`src/ttis_pkg.sv`:
```
// ----------------------------------------------------------------------------
// ttis_pkg: shared types and constants of the two-track intercept solver
// Fixed-point widths, result codes, queue item layout and the sine table.
// ----------------------------------------------------------------------------
`default_nettype none

package ttis_pkg;

    // fixed-point formats
    localparam int TRIG_FRAC_BITS = 15;
    localparam int POS_FRAC_BITS  = 8;
    localparam int TIME_FRAC_BITS = 4;

    localparam int POS_W   = 18;
    localparam int HEAD_W  = 12;
    localparam int SPEED_W = 11;
    localparam int TIME_W  = 20;
    localparam int TRIG_W  = TRIG_FRAC_BITS + 1;
    localparam int VEL_W   = 28;
    localparam int NE_W    = 27;
    localparam int M_W     = 18;
    localparam int ADDR_W  = 10;

    // heading folding
    localparam logic [HEAD_W-1:0] FULL_TURN = 12'd3600;
    localparam logic [HEAD_W-1:0] QUARTER   = 12'd900;
    localparam logic [HEAD_W-1:0] HALF      = 12'd1800;
    localparam logic [HEAD_W-1:0] THREE_Q   = 12'd2700;
    localparam int                TAB_LAST  = 900;

    // result codes
    localparam logic [1:0] ST_HIT      = 2'd0;
    localparam logic [1:0] ST_PARALLEL = 2'd1;
    localparam logic [1:0] ST_NO_ROOT  = 2'd2;
    localparam logic [1:0] ST_PAST     = 2'd3;

    // parallel test: |E|^2 * 10^6 < 1296 * 4^TRIG_FRAC_BITS
    localparam logic [51:0] PAR_LIM   = 52'd1296 << (2 * TRIG_FRAC_BITS);
    localparam logic [51:0] PAR_SCALE = 52'd1000000;

    // time numerator scale: 3600 * 2^(TRIG + TIME + 1 - POS)
    localparam logic [23:0] TIME_SCALE =
        24'(3600 << (TRIG_FRAC_BITS + TIME_FRAC_BITS + 1 - POS_FRAC_BITS));

    // divider shape
    localparam int DIV_Q_W   = 21;
    localparam int DEN_W     = NE_W + 1;
    localparam int TNUM_W    = 44;
    localparam int PNUM_W    = 49;

    localparam logic [TIME_W-1:0]       TIME_MAX = '1;
    localparam logic signed [POS_W-1:0] POS_MAX  = 18'sd131071;
    localparam logic signed [POS_W-1:0] POS_MIN  = -18'sd131072;

    localparam int QUEUE_DEPTH = 4;

    // one classified item handed from front to back
    typedef struct packed {
        logic [1:0]               status;
        logic signed [POS_W-1:0]  x1;
        logic signed [POS_W-1:0]  y1;
        logic signed [VEL_W-1:0]  vx1;
        logic signed [VEL_W-1:0]  vy1;
        logic [M_W-1:0]           m;
        logic [NE_W-1:0]          ne;
    } t_job;

    typedef struct packed {
        logic full;
        logic empty;
    } t_qstat;

    typedef logic [TRIG_W-1:0] t_sin_tab [0:TAB_LAST];

    localparam logic [63:0] PI_Q30 = 64'd3373259426;

    // first-quadrant sine table in tenths of a degree, built at elaboration
    function automatic t_sin_tab build_sin_tab();
        t_sin_tab    tab;
        logic [63:0] theta;
        logic [63:0] x2;
        logic [63:0] term;
        longint      sum;
        int          k;
        int          n;
        for (k = 0; k <= TAB_LAST; k++) begin
            theta = (64'(k) * PI_Q30 + 64'd900) / 64'd1800;
            x2    = (theta * theta) >> 30;
            term  = theta;
            sum   = longint'(theta);
            for (n = 1; n <= 10; n++) begin
                term = ((term * x2) >> 30) / 64'((2 * n) * (2 * n + 1));
                if ((n & 1) != 0) sum = sum - longint'(term);
                else              sum = sum + longint'(term);
            end
            if (sum < 0) sum = 0;
            if (sum > (longint'(1) << 30)) sum = longint'(1) << 30;
            tab[k] = TRIG_W'((sum + (longint'(1) << (29 - TRIG_FRAC_BITS)))
                             >>> (30 - TRIG_FRAC_BITS));
        end
        return tab;
    endfunction

endpackage

`default_nettype wire

```
`src/ttis_queue.sv`:
```
// ----------------------------------------------------------------------------
// ttis_queue: job queue between front and back
// Small register FIFO; lets the front and back stall independently.
// ----------------------------------------------------------------------------
`default_nettype none

module ttis_queue #(
    parameter int DEPTH = ttis_pkg::QUEUE_DEPTH
) (
    input  wire                 i_clk,
    input  wire                 i_rst_n,
    input  wire                 i_push,
    input  ttis_pkg::t_job      i_job,
    input  wire                 i_pop,
    output ttis_pkg::t_job      o_job,
    output ttis_pkg::t_qstat    o_qstat
);

    localparam int PTR_W = (DEPTH > 1) ? $clog2(DEPTH) : 1;
    localparam int CNT_W = $clog2(DEPTH + 1);

    ttis_pkg::t_job     r_mem [0:DEPTH-1];
    logic [PTR_W-1:0]   r_wr, r_rd;
    logic [CNT_W-1:0]   r_count;

    assign o_qstat.full  = r_count == CNT_W'(DEPTH);
    assign o_qstat.empty = r_count == '0;
    assign o_job         = r_mem[r_rd];

    // store item
    always_ff @(posedge i_clk) begin
        if (i_push) r_mem[r_wr] <= i_job;
    end

    // advance pointers and fill count
    always_ff @(posedge i_clk) begin
        if (!i_rst_n) begin
            r_wr    <= '0;
            r_rd    <= '0;
            r_count <= '0;
        end else begin
            if (i_push) r_wr <= (r_wr == PTR_W'(DEPTH - 1)) ? '0 : r_wr + 1'b1;
            if (i_pop)  r_rd <= (r_rd == PTR_W'(DEPTH - 1)) ? '0 : r_rd + 1'b1;
            if (i_push && !i_pop)      r_count <= r_count + 1'b1;
            else if (!i_push && i_pop) r_count <= r_count - 1'b1;
        end
    end

    a_no_overflow: assert property (@(posedge i_clk) disable iff (!i_rst_n)
        i_push |-> (!o_qstat.full || i_pop))
        else $error("queue written while full");

    a_no_underflow: assert property (@(posedge i_clk) disable iff (!i_rst_n)
        i_pop |-> !o_qstat.empty)
        else $error("queue read while empty");

    a_count_up: assert property (@(posedge i_clk) disable iff (!i_rst_n)
        (i_push && !i_pop) |=> r_count == $past(r_count) + 1'b1)
        else $error("fill count did not follow a write");

endmodule

`default_nettype wire

```
`config.mk`:
```
export PLATFORM = sky130hd
export DESIGN_NAME = ttis_queue
export DESIGN_NICKNAME = d
export VERILOG_FILES = /design/src/ttis_pkg.sv /design/src/ttis_queue.sv
export SDC_FILE = /design/constraint.sdc
export NUM_CORES = 1
export LEC_CHECK = 0
export BUFFER_PORTS_ARGS = -buffer_cell sky130_fd_sc_hd__buf_2
export CELL_PAD_IN_SITES_DETAIL_PLACEMENT = 0
export CELL_PAD_IN_SITES_GLOBAL_PLACEMENT = 1
export CORE_MARGIN = 4
export CORE_UTILIZATION = 50
export DETAILED_ROUTE_END_ITERATION = 6
export PLACE_DENSITY_LB_ADDON = 0.3
export SLEW_MARGIN = 20
export SYNTH_ARGS = -nofsm -noshare
export SYNTH_HDL_FRONTEND = slang
export SYNTH_SLANG_ARGS = --single-unit
```
`constraint.sdc`:
```
create_clock -name i_clk -period 6.1 [get_ports i_clk]
set_input_delay 0.61 -clock i_clk [delete_from_list [all_inputs] [get_ports i_clk]]
set_output_delay 0.61 -clock i_clk [all_outputs]
set_load 0.005 [all_outputs]
```
After elaboration in Yosys (flattened, before gate mapping). Memories as Yosys holds them, arrays and structs flattened. A register that Yosys moved wholly into a read port is not among the register bits. Index checks and enable logic that the tools add are counted.

Add/sub/neg operators: 4. Equality and inequality tests: 3. Multiplexer cells: 8. Reductions and logical operators: 6.

Operators with widths (count): two-way mux 2 bit (4); two-way mux 3 bit (2); adder 2 x 1 -> 2 bit, second input constant (2); == test 2 bit, second input constant (2); adder 3 x 1 -> 3 bit, second input constant (1); == test 3 bit, second input constant (1); zero test 3 bit (1); subtractor 3 x 1 -> 3 bit, second input constant (1); logical AND 1 bit (2); zero test 1 bit (2); two-way mux 1 bit (2); nonzero test 2 bit (1).

Bits in registers: 7. Bits in writable memories: 556. Input port bits: 143. Output and inout port bits: 141. Logic and storage cells: 25. Memories kept: 1.

Memory list: r_mem (depth 4, bits a word 139, rd ports 1, clocked after Yosys merged registers in 1, wr ports 1, line ttis_queue.sv:22) `ttis_pkg::t_job r_mem [0:DEPTH-1];`.

Depth between registers and ports, before layout. Gate-level depths: netlist of run 1.

Depth after elaboration: 4. Mapped depth: 7. Depth with buffers taken out: 7.

Worst setup path before layout of run 1. Ideal clock, no wire load.

Kind: in2reg. Start point: in i_push. End point: mem r_mem[0][0] (netlist name), enable pin. Setup time: 514 ps. Arrival: 3788 ps. Required time: 5586 ps. Slack: 1798 ps. Cell stages on the path: 1. Buffers on the path: 0. Path through: and2_1.

Cells in the longest elaborated chain, start to end: 2.

Ends and longest elaborated chain: start: declaration (line ttis_queue.sv:12) `input wire i_push,`; two-way mux 1 bit (line ttis_queue.sv:32) `if (i_push) r_mem[r_wr] <= i_job;`; two-way mux 1 bit (not written as such) (line ttis_queue.sv:32); end: declaration (line ttis_queue.sv:22).

Every way passes these cells.

==> results.txt, run 1 <==
----------------------------------------------------
[Outcome]
  Outcome ... completed

[GRT]
  Pin count of the biggest net entering global routing ... 66
  Wire length of the first global-routing pass ... 58600 µm
  Number of global-route vias before repair ... 9499
  Number of antenna violations at the first check in global routing ... 7
  Global route total overflow ... 0
  GRT Overall Usage ... 17.3%

[Timing]
  Final hold violation count ... 0
  Unrepaired setup endpoints after global routing ... no
  Time the worst path needs with I/O delays and setup ... 3.48 ns
  Max-slew headroom ... 33.1%
  Max-slew violation total from the final report ... 0
  Layout Skew ... 0.0143 ns
  Setup tns final ... 0 ns
  # setup viols final ... 0
  Maximum operating frequency ... 0.287 GHz
  Final Cycle Share ... 57.1%
  Least-Margin Pin Slew ... 1.00 ns

[Critical path]
  Signal arrival time at the worst endpoint ... 2.87 ns
  Register-to-register setup slack ... 3.68 ns
  Critical Path Start Type ... flop
  Worst Setup End Kind ... primary output
  Capturing instance or port of the critical path ... o_job[0]
  Largest driver fanout on the critical path ... 46
  Reg-to-Reg Start ... r_wr[0]$_SDFFE_PN0P_
  Worst path slowest cell ... sky130_fd_sc_hd__dfxtp_4
  Depth of the most critical reg-to-reg path ... 3
  Critical-path cell list ... buf_4, mux4_2, buf_2
  Critical path start-end classification ... flop to primary output
  Worst path max stage delay ... 0.95 ns
  R2r endpoint ... r_mem[3][64]$_DFFE_PP_
  Required time reported for the critical path endpoint ... 5.49 ns

[Floorplanning]
  Floorplan die area ... 0.0444 mm²
  Vertical die dimension ... 211 µm
  Top Ports ... 284
  Horizontal die dimension ... 211 µm
  Starting density of the core ... 51.1%
  Area of the placeable core ... 0.0402 mm²
  # rows ... 73

[CTS]
  Maximum buffer depth of the clock tree ... 3
  CTS H-Tree Depth ... 2
  Clock root buffer ... sky130_fd_sc_hd__clkbuf_16
  Post-CTS sizing ... 0
  Clock Sink Count ... 565
  Number of post-CTS setup repair buffers ... 0
  TritonCTS clock tree ... yes
  Number of buffers created by CTS ... 55
  Clock transition at path regs ... 0.06 ns
  Post-CTS Hold Fix Bufs ... 0
  Clock insertion delay at the later pin of the skew report ... 0.58 ns

[Drt]
  Number of nets with antenna violations after detailed routing ... 0
  Via density per instance ... 5.47
  # DRC ... 0
  Number of vias after detailed routing ... 9106
  Wirelength per Cell ... 23.0 µm
  Number of iterations in the first detailed-routing pass ... 5
  Detailed Route Iter0 Violations ... 677
  Drt total wl ... 38300 µm

[Placed design]
  Global placement routability congestion ... 0.709
  # port buffers ... 283
  HPWL after DPL ... 22900 µm
  Dpl cell area ... 0.0225 mm²

[Synth]
  Count of synthesis-stage warnings from yosys ... 0
  Synthesized area ... 0.0205 mm²
  Post-synthesis cell type count ... 23
  Sequential cell area fraction in the yosys report ... 82.2%
  Largest cells by area after synthesis ... sky130_fd_sc_hd__edfxtp_1 81%, sky130_fd_sc_hd__mux4_2 15%, sky130_fd_sc_hd__dfxtp_1 0.88%, sky130_fd_sc_hd__buf_6 0.77%, sky130_fd_sc_hd__ha_1 0.37%
  Synth area leader ... sky130_fd_sc_hd__edfxtp_1
  Yosys reg bits ... 565
  Post-Synthesis Net Count ... 920
  Synth Instances ... 770
  Syn Area/Cell ... 26.7 µm²
  Area share of the leading cell type in the synthesized netlist ... 81.3%

[Power]
  P_leak ... 8.18 nW
  Max rail drop VDD ... 0.000261 V
  Tot Pwr ... 8.59 mW
  Power Dens Cells ... 353 mW/mm²

[Cells and area]
  Fillcell total ... 2847
  Area Growth Syn to Fin ... 18.6%
  Finished layout cell area ... 0.0244 mm²
  Share of final-layout standard cells stronger than drive strength 1 ... 46.0%
  Core occupancy in the finished layout ... 60.6%
  Number of nets at the end of the flow ... 1242

[Run]
  Max Cap Violations ... 0

[Worst hold path]
  Tightest Hold Check Type ... input port to flop

----------------------------------------------------
how the worst min path moves through the flow:
| stage | startpoint | end | slack (ns) | depth (start not counted) |
|---|---|---|---|---|
| finish | i_job[112] | r_mem[2][112]$_DFFE_PP_ | 0.23 | 1 |
| floorplan | r_count[2]$_SDFFE_PN0P_ | r_count[2]$_SDFFE_PN0P_ | 0.47 | 2 |
| global placement | r_count[2]$_SDFFE_PN0P_ | r_count[2]$_SDFFE_PN0P_ | 0.49 | 2 |
| global route | i_job[91] | r_mem[3][91]$_DFFE_PP_ | 0.21 | 1 |
| CTS | i_job[112] | r_mem[1][112]$_DFFE_PP_ | 0.19 | 1 |
| detailed placement | r_count[2]$_SDFFE_PN0P_ | r_count[2]$_SDFFE_PN0P_ | 0.50 | 2 |
sequential cells by signal, indices dropped and copies added (netlist names), named ones only:
signal,count
r_count,3
r_wr,2
r_mem,556
r_rd,2
power breakdown:
group | switching, mW | internal [mW]
Clock | 1.36 | 2.08
Combinational | 0.331 | 0.309
Sequential | 0.0527 | 4.45
Total | 1.74 | 6.84
worst max-delay path: cells and delay by family (launching register included):
family | cells | cell delay [ns]
buffers and inverters | 2 | 0.71
flip-flops | 1 | 0.95
multiplexers | 1 | 0.60
layout by cell type, fill, tap and decap left out, types with 2 or more instances in the layout:
cell                        Yosys  final
sky130_fd_sc_hd__clkbuf_1       1     11
sky130_fd_sc_hd__nor2b_1        5      5
sky130_fd_sc_hd__diode_2        0      2
sky130_fd_sc_hd__clkinv_1       0      9
sky130_fd_sc_hd__edfxtp_1     556    556
sky130_fd_sc_hd__dfxtp_1        9      7
sky130_fd_sc_hd__bufinv_16      0      9
sky130_fd_sc_hd__mux4_2       139    139
sky130_fd_sc_hd__nor3_1         2      2
sky130_fd_sc_hd__ha_1           6      6
sky130_fd_sc_hd__clkbuf_16      0     57
sky130_fd_sc_hd__buf_4          2     12
sky130_fd_sc_hd__clkinv_2       0     13
sky130_fd_sc_hd__dfxtp_4        0      2
sky130_fd_sc_hd__buf_2         12    283
sky130_fd_sc_hd__inv_1          4      4
sky130_fd_sc_hd__and2_4         0      4
sky130_fd_sc_hd__mux2i_1        4      4
logic make-up after synthesis:
family | synth area share (%)
mux | 15.4
fa+ha+maj | 0.463
xor+xnor | 0.0853
compound gates | 0.0975
buf+inv | 1.26
simple gates | 0.439
flops | 82.2
through the flow:
step                setup slack [ns]  hold slack, ns  cells
floorplan                       1.80           0.472    770
global placement                3.05           0.486   1560
detailed placement              3.06           0.502   1560
CTS                             2.40           0.188   1662
global route                    2.32           0.208   1662
finish                          2.62           0.232   1664
cell usage after synthesis:
master / number
sky130_fd_sc_hd__buf_4: 2
sky130_fd_sc_hd__mux4_2: 139
sky130_fd_sc_hd__xor2_1: 1
sky130_fd_sc_hd__clkbuf_1: 1
sky130_fd_sc_hd__and2_1: 5
sky130_fd_sc_hd__mux2i_1: 4
sky130_fd_sc_hd__xnor2_1: 1
sky130_fd_sc_hd__fa_1: 1
sky130_fd_sc_hd__inv_1: 4
sky130_fd_sc_hd__buf_6: 14
sky130_fd_sc_hd__ha_1: 6
sky130_fd_sc_hd__buf_2: 12
sky130_fd_sc_hd__nor2b_1: 5
sky130_fd_sc_hd__o21ai_0: 1
sky130_fd_sc_hd__nor3b_1: 1
sky130_fd_sc_hd__or3_1: 1
sky130_fd_sc_hd__a21boi_0: 1
sky130_fd_sc_hd__buf_1: 2
sky130_fd_sc_hd__edfxtp_1: 556
sky130_fd_sc_hd__nor3_1: 2
sky130_fd_sc_hd__dfxtp_1: 9
sky130_fd_sc_hd__nor2_1: 1
sky130_fd_sc_hd__o21a_1: 1
routing by layer:
metal | routed length (µm) | vias up | GRT usage [%]
li1 | - | 3988 | -
met1 | 15800 | 4786 | 24.4
met2 | 18600 | 254 | 27.0
met3 | 3020 | 66 | 4.98
met4 | 795 | 12 | 5.05
met5 | 88 | - | 0
layout make-up:
type                    instances  area, µm²  share of cell area [%]
clock inverters                34        394                    1.62
flip-flops and latches        565      16900                    69.3
diodes                          2       5.00                  0.0206
well taps                     525        657                    2.70
inverters                       4       15.0                  0.0617
repair buffers                296       1530                    6.27
clock buffers                  68       1470                    6.03
multi-input cells             170       3400                    14.0
(Power assumes the default switching activity.)
==> run 2, diff against run 1 <==
==> constraint.sdc (replaced) <==
create_clock -name i_clk -period 3.3 [get_ports i_clk]
set_input_delay 0.33 -clock i_clk [delete_from_list [all_inputs] [get_ports i_clk]]
set_output_delay 0.33 -clock i_clk [all_outputs]
set_load 0.005 [all_outputs]
==> results.txt, run 2 (synthesis results as in run 1) <==
----------------------------------------------------
[Cells and area]
  Flip-flop count of the largest register, all copies and words added ... 556
  Final non-filler cell total ... 1815
  Most common library cell in the layout ignoring fill and taps ... sky130_fd_sc_hd__edfxtp_1
  Number of nets at the end of the flow ... 1393
  Area Growth Syn to Fin ... 26.4%
  Top flop regs ... r_mem: 556 flops, r_count: 3 flops
  Share of final-layout standard cells stronger than drive strength 1 ... 41.6%
  Biggest register ... r_mem
  Most used cells in the layout excluding fill and tap cells ... 556 x sky130_fd_sc_hd__edfxtp_1, 283 x sky130_fd_sc_hd__buf_2, 139 x sky130_fd_sc_hd__mux4_2, 139 x sky130_fd_sc_hd__dlygate4sd3_1, 57 x sky130_fd_sc_hd__clkbuf_16

[Floorplanning]
  Starting density of the core ... 51.1%
  Top Ports ... 284
  Vertical die dimension ... 211 µm
  Area of the placeable core ... 0.0402 mm²
  Floorplan die area ... 0.0444 mm²
  Horizontal die dimension ... 211 µm
  # rows ... 73

[Drt]
  Via density per instance ... 5.37
  Number of iterations in the first detailed-routing pass ... 4
  Wirelength per Cell ... 22.6 µm
  Number of vias after detailed routing ... 9738
  Drt total wl ... 41000 µm
  Detailed Route Iter0 Violations ... 634
  # DRC ... 0
  Number of nets with antenna violations after detailed routing ... 0

[Power]
  P_leak ... 8.83 nW
  Max rail drop VDD ... 0.000518 V
  Power Dens Cells ... 612 mW/mm²

[GRT]
  Grt peak-use layer ... met2
  Met1 capacity usage during global routing ... 24.4%
  Pin count of the biggest net entering global routing ... 82
  Number of global-route vias before repair ... 10.7k
  GRT Overall Usage ... 18.7%
  Number of antenna violations at the first check in global routing ... 4
  Global route total overflow ... 0
  Global-route track usage on met2 ... 31.3%
  Met3 Usage GRT ... 5.09%
  Wire length of the first global-routing pass ... 63500 µm

[Critical path]
  Signal arrival time at the worst endpoint ... 2.39 ns
  Critical path start-end classification ... flop to primary output
  Required time reported for the critical path endpoint ... 2.97 ns
  Critical Path Start Type ... flop
  Number of buffers and inverters on the critical path ... 2
  Worst path max stage delay ... 0.68 ns
  Worst Setup End Kind ... primary output
  CP delay by family, top ... flip-flops
  Largest driver fanout on the critical path ... 33
  Critical-path cell list ... buf_12, mux4_2, buf_2
  Worst path slowest cell ... sky130_fd_sc_hd__dfxtp_4

[Timing]
  Final hold violation count ... 0
  # setup viols final ... 0
  Max-slew headroom ... 46.4%
  Final Hold Slack ... 0.0483 ns
  Layout Skew ... 0.0133 ns
  Maximum operating frequency ... 0.368 GHz
  Setup tns final ... 0 ns
  Unrepaired setup endpoints after global routing ... no
  Least-Margin Pin Slew ... 0.804 ns
  Time the worst path needs with I/O delays and setup ... 2.72 ns
  Max-slew violation total from the final report ... 0
  Final Cycle Share ... 82.3%

[CTS]
  Clock root buffer ... sky130_fd_sc_hd__clkbuf_16
  Post-CTS sizing ... 0
  CTS H-Tree Depth ... 2
  Clock Sink Count ... 565
  Number of post-CTS setup repair buffers ... 0
  Maximum buffer depth of the clock tree ... 3
  Number of buffers created by CTS ... 55
  Clock transition at path regs ... 0.06 ns
  Clock insertion delay at the later pin of the skew report ... 0.59 ns
  TritonCTS clock tree ... yes

[Placed design]
  Placed Cells ... 1572
  # port buffers ... 283
  Global placement routability congestion ... 0.726
  HPWL after DPL ... 24100 µm

[Outcome]
  Outcome ... completed

[Worst hold path]
  Tightest Hold Check Type ... input port to flop

[Run]
  Max Cap Violations ... 0

----------------------------------------------------
-- run 2: changes by cell type in the layout (fill, tap and decap cells not counted) --
| cell | change |
|---|---|
| sky130_fd_sc_hd__dlygate4sd3_1 | +139 |
| sky130_fd_sc_hd__buf_12 | +13 |
| sky130_fd_sc_hd__clkbuf_8 | +5 |
| sky130_fd_sc_hd__bufinv_16 | -4 |
| sky130_fd_sc_hd__clkinv_2 | -4 |
| sky130_fd_sc_hd__clkbuf_1 | -3 |
| sky130_fd_sc_hd__clkinvlp_4 | +3 |
| sky130_fd_sc_hd__clkinv_1 | +2 |
| sky130_fd_sc_hd__buf_4 | -1 |
| sky130_fd_sc_hd__clkinv_4 | +1 |
-- run 2: path summary, 6_finish.rpt --
check                                              from                      end  slack (ns)  cells past startpoint
worst max-delay path                               flop                o_job[47]        0.58                      3
worst max register to register     r_wr[0]$_SDFFE_PN0P_  r_mem[1][117]$_DFFE_PP_        1.39                      3
worst min-delay path                            i_rst_n                     flop        0.05                      2
worst min register to register  r_count[2]$_SDFFE_PN0P_  r_count[2]$_SDFFE_PN0P_        0.51                      2
-- run 2: cell type report --
type	instances	area, µm²
well taps	525	657
clock buffers	70	1530
repair buffers	447	3170
fillers	2676	14200
clock inverters	32	293
multi-input cells	170	3400
diodes	2	5.00
inverters	4	15.0
flip-flops and latches	565	16900
-- run 2: per-layer routing --
metal  up-vias  part of all wire [%]
met5         -                 0.051
met3        74                   6.9
li1       4295                     -
met4         4                   2.5
met1      5081                    39
met2       284                    51
-- run 2: power breakdown --
group	leakage (nW)	total [mW]	internal, mW	switching, mW
sequential	5.18	8.31	8.22	0.0864
clock	0.884	6.19	3.65	2.53
combinational	2.77	1.39	0.713	0.678
total	8.83	15.9	12.6	3.30
-- run 2: stage by stage --
step           util, %  worst slack (ns)  area (µm²)  total power, mW
2_1_floorplan        -             0.598       20500             9.12
3_3_place_gp      56.6              1.12       22700             9.71
3_5_place_dp      56.6              1.11       22700             9.74
4_1_cts           64.6             0.464       25900             16.1
5_1_grt           64.6             0.399       26000             16.5
6_report          64.6             0.583       26000             15.9
-- run 2: worst reg2reg max path: stages, from the launching register on --
cell                      delay (ns)
sky130_fd_sc_hd__dfxtp_1        0.39
sky130_fd_sc_hd__ha_1           0.17
sky130_fd_sc_hd__and2_4         0.59
sky130_fd_sc_hd__buf_4          0.42
-- run 2: repair_timing --
| action | in CTS | in global routing |
|---|---|---|
| endpoints found under the hold margin | 556 | 0 |
| hold buffers | 139 | 0 |
| endpoints found under the setup margin | 0 | 0 |
==> run 3, diff against run 2 <==
--- a/config.mk
+++ b/config.mk
@@ -5,11 +5,12 @@
 export SDC_FILE = /design/constraint.sdc
 export NUM_CORES = 1
 export LEC_CHECK = 0
+export ABC_AREA = 1
 export BUFFER_PORTS_ARGS = -buffer_cell sky130_fd_sc_hd__buf_2
 export CELL_PAD_IN_SITES_DETAIL_PLACEMENT = 0
 export CELL_PAD_IN_SITES_GLOBAL_PLACEMENT = 1
 export CORE_MARGIN = 4
-export CORE_UTILIZATION = 50
+export CORE_UTILIZATION = 43
 export DETAILED_ROUTE_END_ITERATION = 6
 export PLACE_DENSITY_LB_ADDON = 0.3
 export SLEW_MARGIN = 20
==> constraint.sdc (replaced) <==
create_clock -name i_clk -period 2.4 [get_ports i_clk]
set_input_delay 0.24 -clock i_clk [delete_from_list [all_inputs] [get_ports i_clk]]
set_output_delay 0.24 -clock i_clk [all_outputs]
set_load 0.005 [all_outputs]
==> results.txt, run 3 <==
----------------------------------------------------
[Synth]
  Yosys reg bits ... 565
  Cell types with the highest counts after synthesis ... 556 x sky130_fd_sc_hd__edfxtp_1, 286 x sky130_fd_sc_hd__nor2_1, 252 x sky130_fd_sc_hd__o21ai_0, 139 x sky130_fd_sc_hd__o22ai_1, 40 x sky130_fd_sc_hd__clkbuf_1
  Commonest register cell after synthesis ... sky130_fd_sc_hd__edfxtp_1
  Syn Area/Cell ... 15.0 µm²
  Sequential cell area fraction in the yosys report ... 80.0%
  Post-synth EDFFs ... 556
  Synthesized area ... 0.0211 mm²
  Count of synthesis-stage warnings from yosys ... 0
  Post-synthesis cell type count ... 23
  Synth Instances ... 1403
  Share of async-settable or async-resettable flops after synthesis ... 0%
  Most repeated cell in the gate-level netlist after synthesis ... sky130_fd_sc_hd__edfxtp_1
  Synth area leader ... sky130_fd_sc_hd__edfxtp_1
  Post-Synthesis Net Count ... 1553
  Largest cells by area after synthesis ... sky130_fd_sc_hd__edfxtp_1 79%, sky130_fd_sc_hd__o21ai_0 6.0%, sky130_fd_sc_hd__nor2_1 5.1%, sky130_fd_sc_hd__o22ai_1 4.1%, sky130_fd_sc_hd__buf_6 1.3%
  Area share of the leading cell type in the synthesized netlist ... 79.2%

[CTS]
  Clock root buffer ... sky130_fd_sc_hd__clkbuf_16
  CTS H-Tree Depth ... 2
  Number of buffers created by CTS ... 56
  Clock Sink Count ... 565
  Maximum buffer depth of the clock tree ... 3
  Clock insertion delay at the later pin of the skew report ... 0.59 ns
  Clock transition at path regs ... 0.06 ns
  TritonCTS clock tree ... yes

[Critical path]
  Signal arrival time at the worst endpoint ... 2.11 ns
  Number of buffers and inverters on the critical path ... 4
  Critical-path cell list ... buf_16, buf_12, buf_12, o21ai_0, o22ai_1, buf_2
  Critical path start-end classification ... flop to primary output
  Worst path slowest cell ... sky130_fd_sc_hd__dfxtp_4
  Required time reported for the critical path endpoint ... 2.16 ns
  Crit path top cell by count ... sky130_fd_sc_hd__buf_12
  Worst path max stage delay ... 0.48 ns
  CP delay by family, top ... buffers and inverters
  Worst Setup End Kind ... primary output
  Critical Path Start Type ... flop
  Largest driver fanout on the critical path ... 31

[Drt]
  Number of iterations in the first detailed-routing pass ... 5
  Number of vias after detailed routing ... 13.2k
  Wirelength per Cell ... 19.7 µm
  Detailed Route Iter0 Violations ... 830
  Via density per instance ... 5.20
  Drt total wl ... 50200 µm
  # DRC ... 0
  Number of nets with antenna violations after detailed routing ... 0

[Timing]
  Unrepaired setup endpoints after global routing ... yes
  Final hold violation count ... 0
  Final Hold Slack ... 0.399 ns
  Setup ws final ... 0.0516 ns
  Least-Margin Pin Slew ... 0.589 ns
  Max-slew violation total from the final report ... 0
  Setup tns final ... 0 ns
  Max-slew headroom ... 60.7%
  Final Cycle Share ... 97.9%
  Layout Skew ... 0.0112 ns
  Maximum operating frequency ... 0.426 GHz
  Time the worst path needs with I/O delays and setup ... 2.35 ns
  # setup viols final ... 0

[Cells and area]
  Finished layout cell area ... 0.0266 mm²
  Fillcell total ... 3918
  Area Growth Syn to Fin ... 25.9%
  Core occupancy in the finished layout ... 55.2%
  Top flop regs ... r_mem: 556 flops, r_count: 3 flops
  Flip-flop count of the largest register, all copies and words added ... 556
  Number of nets at the end of the flow ... 1989
  Most common library cell in the layout ignoring fill and taps ... sky130_fd_sc_hd__edfxtp_1
  Most used cells in the layout excluding fill and tap cells ... 556 x sky130_fd_sc_hd__edfxtp_1, 286 x sky130_fd_sc_hd__nor2_1, 283 x sky130_fd_sc_hd__buf_2
  Share of final-layout standard cells stronger than drive strength 1 ... 22.2%
  Biggest register ... r_mem
  Final non-filler cell total ... 2542

[Power]
  Max rail drop VDD ... 0.000612 V
  Power Dens Cells ... 809 mW/mm²
  P_leak ... 9.32 nW
  Tot Pwr ... 21.5 mW

[Placed design]
  Post-Place Worst Slack ... 0.456 ns
  Dpl cell area ... 0.0233 mm²
  Placed Cells ... 2286
  HPWL after DPL ... 27800 µm
  # port buffers ... 283
  Global placement routability congestion ... 0.719

[GRT]
  Wire length of the first global-routing pass ... 77000 µm
  Number of antenna violations at the first check in global routing ... 3
  GRT Overall Usage ... 18.6%
  Global route total overflow ... 0
  Number of global-route vias before repair ... 13.3k
  Pin count of the biggest net entering global routing ... 82

[Floorplanning]
  Floorplan die area ... 0.0527 mm²
  Horizontal die dimension ... 229 µm
  Area of the placeable core ... 0.0481 mm²
  Top Ports ... 284
  # rows ... 80
  Vertical die dimension ... 229 µm
  Starting density of the core ... 43.8%

[Worst hold path]
  Tightest Hold Check Type ... input port to flop

[Outcome]
  Outcome ... completed

[Run]
  Max Cap Violations ... 0

----------------------------------------------------
run 3: cell type report:
cell class | count | area [µm²] | area share, %
Clock inverter | 29 | 135 | 0.509
Timing Repair inverter | 1 | 11.3 | 0.0424
Tap cell | 656 | 821 | 3.09
Antenna cell | 1 | 2.50 | 0.00942
Inverter | 16 | 104 | 0.391
Sequential cell | 565 | 16900 | 63.6
Timing Repair Buffer | 468 | 3540 | 13.3
Clock buffer | 75 | 1490 | 5.63
Multi-Input combinational cell | 731 | 3560 | 13.4
run 3: worst paths after layout:
| kind | from | endpoint | slack, ns | cells past startpoint |
|---|---|---|---|---|
| worst min-delay path | i_job[41] | r_mem[1][41]$_DFFE_PP_ | 0.40 | 2 |
| worst max-delay path | flop | o_job[73] | 0.05 | 6 |
| worst max register to register | r_wr[0]$_SDFFE_PN0P_ | r_mem[0][103]$_DFFE_PP_ | 0.77 | 5 |
| worst min register to register | r_wr[1]$_SDFFE_PN0P_ | r_wr[1]$_SDFFE_PN0P_ | 0.49 | 2 |
run 3: repair_timing:
| action | 4_1_cts | 5_1_grt |
|---|---|---|
| buffers inserted | 3 | 2 |
| pin swaps | 0 | 1 |
| endpoints found under the setup margin | 111 | 40 |
| hold buffers | 142 | 0 |
| hold endpoints to repair | 564 | 0 |
| cloned | 3 | 1 |
| gates resized for setup | 8 | 7 |
run 3: logic make-up after synthesis:
kind of cell             count (synthesis)  synth area share, %
AO/OA/AOI/OAI                          423                 10.9
flip-flops                             565                 80.0
buffers and inverters                  107                 3.26
XOR/XNOR                                 1               0.0415
adder cells (fa/ha/maj)                  7                0.451
AND/OR/NAND/NOR                        300                 5.38
run 3: layer usage:
layer  GRT usage [%]  part of all wire (%)  vias up  wire length [µm]
li1                -                     -     6196                 -
met1            24.9                    44     6583             21900
met2            31.1                    48      368             24200
met3            4.29                   6.3       73              3160
met4            4.64                   1.8        4               911
met5               0                 0.054        -                27
run 3: where the power goes:
group / total (mW) / switching, mW / internal (mW)
combinational: 2.29 / 1.37 / 0.918
clock: 7.80 / 3.46 / 4.35
sequential: 11.4 / 0.0982 / 11.3
total: 21.5 / 4.93 / 16.5
